$ cat config.mk
export PLATFORM = sky130hd
export DESIGN_NAME = motion_direction_debounce_classifier
export DESIGN_NICKNAME = d
export VERILOG_FILES = /design/src/rtl/core/mddc_pkg.sv /design/src/rtl/core/motion_direction_debounce_classifier.sv
export SDC_FILE = /design/constraint.sdc
export NUM_CORES = 1
export LEC_CHECK = 0
export BUFFER_PORTS_ARGS = -buffer_cell sky130_fd_sc_hd__buf_2
export CORE_UTILIZATION = 60
export CTS_CLUSTER_DIAMETER = 200
export DETAILED_ROUTE_END_ITERATION = 8
export PLACE_DENSITY_LB_ADDON = 0.3
export SKIP_CTS_REPAIR_TIMING = 1
export SLEW_MARGIN = 20
export SYNTH_ARGS = -nofsm -noshare
export SYNTH_HDL_FRONTEND = slang
export SYNTH_SLANG_ARGS = --single-unit
$ cat constraint.sdc
create_clock -name clk -period 8.7 [get_ports clk]
set_input_delay 1.74 -clock clk [delete_from_list [all_inputs] [get_ports clk]]
set_output_delay 1.74 -clock clk [all_outputs]
set_load 0.005 [all_outputs]
$ cat src/rtl/core/mddc_pkg.sv
package mddc_pkg;

  // Result codes
  typedef enum logic [2:0] {
    STATUS_UNDECIDED = 3'd0,
    STATUS_CONSTANT  = 3'd1,
    STATUS_TOWARDS   = 3'd2,
    STATUS_AWAY      = 3'd3,
    STATUS_TOGGLING  = 3'd4
  } status_t;

  // Register indexes on the configuration port
  localparam int CFG_INDEX_BITS = 3;
  typedef logic [CFG_INDEX_BITS-1:0] cfg_index_t;
  localparam cfg_index_t CFG_STILL_BAND   = 3'd0;
  localparam cfg_index_t CFG_MOVE_BAND    = 3'd1;
  localparam cfg_index_t CFG_STILL_TICKS  = 3'd2;
  localparam cfg_index_t CFG_PITCH_TARGET = 3'd3;
  localparam cfg_index_t CFG_YAW_TARGET   = 3'd4;

  localparam int BAND_BITS  = 15;
  localparam int TICKS_BITS = 16;

  localparam logic [BAND_BITS-1:0]  STILL_BAND_RESET  = 15'd70;
  localparam logic [BAND_BITS-1:0]  MOVE_BAND_RESET   = 15'd286;
  localparam logic [TICKS_BITS-1:0] STILL_TICKS_RESET = 16'd5;

  // Channel tracking: no sample seen yet on any channel
  localparam logic [1:0] CHANNEL_NONE = 2'd2;

  localparam int OUT_DATA_BITS = 8;

endpackage

$ cat src/rtl/core/motion_direction_debounce_classifier.sv
// Pipeline: a sample's result passes the input register, then the result register,
//   before it shows on the output; a tick item gives no result.
// Throughput: one item per cycle, stalled only while the result register is full
//   and not taken; the state update sits in one compare/add stage.
// Reset (rst, synchronous, active high): restores register defaults, arms the
//   reference latch, clears timer and channel tracking, and empties the pipeline.
module motion_direction_debounce_classifier #(
  parameter int ANGLE_BITS = 16,
  parameter int TIMER_BITS = 16
) (
  input  logic clk,
  input  logic rst,

  // Input item stream
  input  logic                                s_axis_tvalid,
  output logic                                s_axis_tready,
  // tdata: angle (signed), zero padding above
  input  logic [((ANGLE_BITS+7)/8)*8-1:0]     s_axis_tdata,
  // tuser: [0] mode (1 = tick), [1] channel (1 = yaw)
  input  logic [1:0]                          s_axis_tuser,

  // Result stream
  output logic                                m_axis_tvalid,
  input  logic                                m_axis_tready,
  // tdata: status [2:0], zero padding above
  output logic [mddc_pkg::OUT_DATA_BITS-1:0]  m_axis_tdata,

  // Configuration write channel
  input  logic                                cfg_valid,
  output logic                                cfg_ready,
  input  mddc_pkg::cfg_index_t                cfg_index,
  input  logic [((ANGLE_BITS > 16) ? ANGLE_BITS : 16)-1:0] cfg_data
);
  import mddc_pkg::*;

  localparam int DistBits = ANGLE_BITS + 1;
  localparam int CmpBits  = (DistBits > BAND_BITS) ? DistBits : BAND_BITS;
  localparam int TickCmp  = (TIMER_BITS > TICKS_BITS) ? TIMER_BITS : TICKS_BITS;

  // Configuration registers
  logic [BAND_BITS-1:0]  still_band;
  logic [BAND_BITS-1:0]  move_band;
  logic [TICKS_BITS-1:0] still_ticks;
  logic [ANGLE_BITS-1:0] pitch_target;
  logic [ANGLE_BITS-1:0] yaw_target;

  // Classifier state
  logic                  armed_fresh;
  logic [1:0]            last_channel;
  logic [ANGLE_BITS-1:0] reference_angle;
  logic                  wanted_rising;
  logic [TIMER_BITS-1:0] still_timer;

  logic                  armed_fresh_next;
  logic [1:0]            last_channel_next;
  logic [ANGLE_BITS-1:0] reference_angle_next;
  logic                  wanted_rising_next;
  logic [TIMER_BITS-1:0] still_timer_next;
  status_t               status_next;

  // Input register
  logic                  in_valid;
  logic                  in_mode;
  logic                  in_channel;
  logic [ANGLE_BITS-1:0] in_angle;

  // Result register
  logic                  out_valid;
  status_t               out_status;

  logic advance;

  // The whole pipe moves when the result slot is free or being emptied.
  assign advance       = !out_valid || m_axis_tready;
  assign s_axis_tready = !in_valid || advance;
  assign cfg_ready     = 1'b1;

  assign m_axis_tvalid = out_valid;
  assign m_axis_tdata  = {(OUT_DATA_BITS - 3)'(0), out_status};

  // Configuration writes; indexes beyond the list are dropped.
  always_ff @(posedge clk) begin
    if (rst) begin
      still_band   <= STILL_BAND_RESET;
      move_band    <= MOVE_BAND_RESET;
      still_ticks  <= STILL_TICKS_RESET;
      pitch_target <= '0;
      yaw_target   <= '0;
    end else if (cfg_valid && cfg_ready) begin
      unique case (cfg_index)
        CFG_STILL_BAND:   still_band   <= cfg_data[BAND_BITS-1:0];
        CFG_MOVE_BAND:    move_band    <= cfg_data[BAND_BITS-1:0];
        CFG_STILL_TICKS:  still_ticks  <= cfg_data[TICKS_BITS-1:0];
        CFG_PITCH_TARGET: pitch_target <= cfg_data[ANGLE_BITS-1:0];
        CFG_YAW_TARGET:   yaw_target   <= cfg_data[ANGLE_BITS-1:0];
        default: ;
      endcase
    end
  end

  // Capture the item into the input register.
  always_ff @(posedge clk) begin
    if (rst) begin
      in_valid <= 1'b0;
    end else if (s_axis_tready) begin
      in_valid <= s_axis_tvalid;
    end
  end

  always_ff @(posedge clk) begin
    if (s_axis_tready && s_axis_tvalid) begin
      in_mode    <= s_axis_tuser[0];
      in_channel <= s_axis_tuser[1];
      in_angle   <= s_axis_tdata[ANGLE_BITS-1:0];
    end
  end

  // Classification of the registered item against the current state.
  logic signed [DistBits-1:0] cur_ext;
  logic signed [DistBits-1:0] ref_ext;
  logic signed [DistBits-1:0] tgt_ext;
  logic [DistBits-1:0]        distance;
  logic                       cur_gt_ref;
  logic                       latch_ref;
  logic                       is_still;
  logic                       is_move;
  logic                       timer_done;
  logic [ANGLE_BITS-1:0]      target_sel;

  always_comb begin
    target_sel = in_channel ? yaw_target : pitch_target;
    cur_ext    = $signed({in_angle[ANGLE_BITS-1], in_angle});
    ref_ext    = $signed({reference_angle[ANGLE_BITS-1], reference_angle});
    tgt_ext    = $signed({target_sel[ANGLE_BITS-1], target_sel});
    cur_gt_ref = cur_ext > ref_ext;
    // Distance is exact: one extra bit keeps the difference from wrapping.
    distance   = cur_gt_ref ? DistBits'(cur_ext - ref_ext) : DistBits'(ref_ext - cur_ext);
    latch_ref  = armed_fresh || (last_channel != {1'b0, in_channel});
    // Still test wins when the bands overlap.
    is_still   = CmpBits'(distance) <= CmpBits'(still_band);
    is_move    = CmpBits'(distance) > CmpBits'(move_band);
    timer_done = TickCmp'(still_timer) > TickCmp'(still_ticks);
  end

  always_comb begin
    armed_fresh_next     = armed_fresh;
    last_channel_next    = last_channel;
    reference_angle_next = reference_angle;
    wanted_rising_next   = wanted_rising;
    still_timer_next     = still_timer;
    status_next          = STATUS_UNDECIDED;

    if (in_mode) begin
      // Tick: advance the timer, hold at all ones.
      if (still_timer != '1) begin
        still_timer_next = still_timer + 1'b1;
      end
    end else begin
      last_channel_next = {1'b0, in_channel};
      priority if (latch_ref) begin
        // Latch a fresh reference and the goal direction.
        reference_angle_next = in_angle;
        wanted_rising_next   = tgt_ext > cur_ext;
        armed_fresh_next     = 1'b0;
        still_timer_next     = '0;
      end else if (is_still) begin
        if (timer_done) begin
          status_next      = STATUS_CONSTANT;
          armed_fresh_next = 1'b1;
          still_timer_next = '0;
        end
      end else if (is_move) begin
        status_next      = (wanted_rising == cur_gt_ref) ? STATUS_TOWARDS : STATUS_AWAY;
        armed_fresh_next = 1'b1;
        still_timer_next = '0;
      end else begin
        status_next      = STATUS_TOGGLING;
        still_timer_next = '0;
      end
    end
  end

  // Commit state and load the result register.
  always_ff @(posedge clk) begin
    if (rst) begin
      armed_fresh     <= 1'b1;
      last_channel    <= CHANNEL_NONE;
      reference_angle <= '0;
      wanted_rising   <= 1'b0;
      still_timer     <= '0;
      out_valid       <= 1'b0;
    end else if (advance) begin
      out_valid <= in_valid && !in_mode;
      if (in_valid) begin
        armed_fresh     <= armed_fresh_next;
        last_channel    <= last_channel_next;
        reference_angle <= reference_angle_next;
        wanted_rising   <= wanted_rising_next;
        still_timer     <= still_timer_next;
      end
    end
  end

  always_ff @(posedge clk) begin
    if (advance && in_valid && !in_mode) begin
      out_status <= status_next;
    end
  end

endmodule

==> reports/metrics.yaml <==
synth:
  synth_cell_types: 74
  ys.flop_type: "dfxtp_1"
  ys_seq_area_share_pct: 33.6
  mappedNetlistArea_sq_um: 8780
  ys_ff_latch: 137
  async_flop_share_pct: 0
  synth_edf_count: 21
  synth.avg_cell_area_sq_um: 8.06
  synthCells: 1089
  yosys_warnings: 0
critical_path:
  critical_path.max_fanout: 19
  path_cells: "ha_1 -> nand4_1 -> nor4_1 -> nor2_1 -> nand2_1 -> a211oi_1 -> o311ai_0 -> nand4_1 -> xor2_1 -> ha_1 -> nand4_1 -> nor4_1 -> a211o_1 -> nand2_1 -> o21ai_1 -> nand2b_1 -> nor3b_1"
  cpPeakStageDelay_ps: 700
  cp_top_family: "simple AND/OR/NAND/NOR gates"
  worst-setup-path-type: "register to register"
  startpoint_type: "register"
  crit_buf_inv: 0
  crit_required_ps: 9040
  critPathCaptureType: "register"
  worst_ep_arrival_time_ps: 6040
  worst_path_most_repeated_cell: "nand4_1"
  slowest_stage: "ha_1"
placement:
  io_buffers: 46
  hpwl_microns: 16800
  place.gp.congestion: 1.01
die:
  initial_core_util_pct: 62.3
  dieArea_sq_um: 15100
  die_h_microns: 123
  rows: 43
  core_sq_um: 14100
  boundaryPins: 53
  fp.dieW_microns: 123
sta:
  slew_headroom_pct: 26.0
  holdWs_ps: 454
  setup_violations: 0
  finalMaxSlewViolations: 0
  setup_tns_ps: 0
  rsz0062_at_grt: "false"
  period_minus_slack_ps: 5710
  worst_pin_slew_ps: 1110
  hold_viol_final: 0
  timing.fmax_mhz: 175
  fin_skew_ps: 8.65
  finalCritPeriodShare_pct: 65.6
routing:
  initialDrtViolationCount: 754
  routed_wl_microns: 23300
  viasPerCell: 6.07
  wl_per_cell_microns: 18.0
  drc_errors: 0
  first_pass_iters: 6
  dr_total_vias: 7853
  drtAntennaViolNets: 0
clock_network:
  h-tree-depth: 4
  clk_pin_slew_worst_paths_ps: 60
  cts_made_buffers: 17
  cts_root_buf: "clkbuf_16"
  clock_latency_ps: 430
  cts_tree: "done"
  clock-sinks: 137
  clockBufferDepth: 2
global_route:
  grt_overflow: 0
  grt_start_max_net_pins: 104
  antenna_found_initial: 0
  grt_pass1_wl_microns: 36800
  grt_use_total_pct: 32.2
  grt_pass1_vias: 7118
final_layout:
  fin_util_pct: 67.6
  fin_nets: 1239
  drive_gt1_share_pct: 10.3
  layout_commonest_cell: "nand2_1"
  nFillCells: 1211
  num_antenna_cells: 0
  mostFrequentLayoutCells: "219 x nand2_1, 139 x a21oi_1, 116 x dfxtp_1"
  area_delta_synth_final_pct: 8.51
pwr:
  power.ir.vdd_worst_uv: 172
  power.total_w: 0.00171
  p_leak_nw: 3.90
  powerDensity_nw_per_um2: 180
hold_path:
  hold_path.class: "register to register"
run:
  maxCapViolations: 0
outcome:
  outcome: "completed"
-- flip-flops by register name, summed over array words and instances, names as in the netlist, 2 cells and up --
register         flops
in_angle            16
last_channel         2
move_band           15
out_status           3
pitch_target        16
reference_angle     16
still_band          15
still_ticks         16
still_timer         16
yaw_target          16
-- metrics by stage --
step	instances	cell area, sq um	worst slack, ps
after floorplan	1093	8790	4170
after global placement	1261	8950	3280
after detailed placement	1261	8950	3120
after CTS	1293	9520	3040
after global routing	1293	9520	2360
final	1293	9520	2990
-- final timing paths --
path	from	to	slack (ps)	cells past startpoint
hold / removal	still_ticks[9]	still_ticks[9]	450	2
setup reg to reg	in_angle[15]	still_timer[10]	2990	17
hold reg to reg	still_ticks[9]	still_ticks[9]	450	2
setup / recovery	in_angle[15]	still_timer[10]	2990	17
-- area by class of cell --
cell class	count	area, sq um	area share, %
inverter	88	330	3.47
sequential	137	2950	31.0
clock inverter	14	126	1.33
clock buffer	18	450	4.73
multi-input combinational	808	5190	54.5
timing repair buffer	48	248	2.60
tap	180	225	2.36
-- power by group --
group          leakage, nW  switching [W]  internal [W]
sequential            1.14      0.0000136      0.000661
combinational         2.47       0.000204      0.000124
clock                0.289       0.000314      0.000393
-- tightest hold or removal path: stages (launching register included) --
cell,delay [ps]
dfxtp_1,310
nand2_1,50
a21oi_1,50
-- cells in the mapped netlist (4+ instances only) --
cell	number	area, sq um
nand2_1	219	822
edfxtp_1	21	631
or3_1	4	25.0
a211oi_1	9	67.6
a31oi_1	4	25.0
a21oi_1	139	696
nor2_1	48	180
inv_1	88	330
and3_1	14	87.6
dfxtp_1	116	2320
nand2b_1	7	43.8
a221oi_1	4	35.0
a211o_1	11	96.3
ha_1	95	1190
o211ai_1	6	45.0
nor3_1	11	55.1
o221ai_1	4	35.0
nor2b_1	9	56.3
mux2i_1	9	90.1
mux2_2	15	169
nand3_1	17	85.1
buf_6	4	45.0
a21o_1	22	165
nand4_1	24	150
o41ai_1	4	35.0
xnor2_1	6	52.6
o21a_1	9	67.6
buf_2	7	35.0
xor2_1	14	123
and3_2	4	30.0
nor4_1	7	43.8
buf_4	12	90.1
o21ai_0	23	115
and2_1	9	56.3
clkbuf_1	33	124
-- cells by family (layout without fill, tap and decap cells) --
| logic type | Yosys count | after routing | synth area share [%] |
|---|---|---|---|
| compound gates | 274 | 274 | 19.8 |
| xor+xnor | 20 | 20 | 2.00 |
| fa+ha+maj | 97 | 97 | 14.0 |
| buf+inv | 148 | 168 | 7.41 |
| flops | 137 | 137 | 33.6 |
| mux | 24 | 24 | 2.95 |
| other cells | 2 | 6 | 0.0856 |
| simple gates | 387 | 387 | 20.1 |
-- per-layer routing --
metal / vias to the layer above / wire length, microns / global-route usage [%]
met2: 305 / 10600 / 51.5
met3: 46 / 1910 / 7.93
met1: 3684 / 10300 / 42.8
li1: 3818 / - / -
met4: 0 / 495 / 9.60
met5: - / 0 / 0
Power figures use the tool's default switching activity.
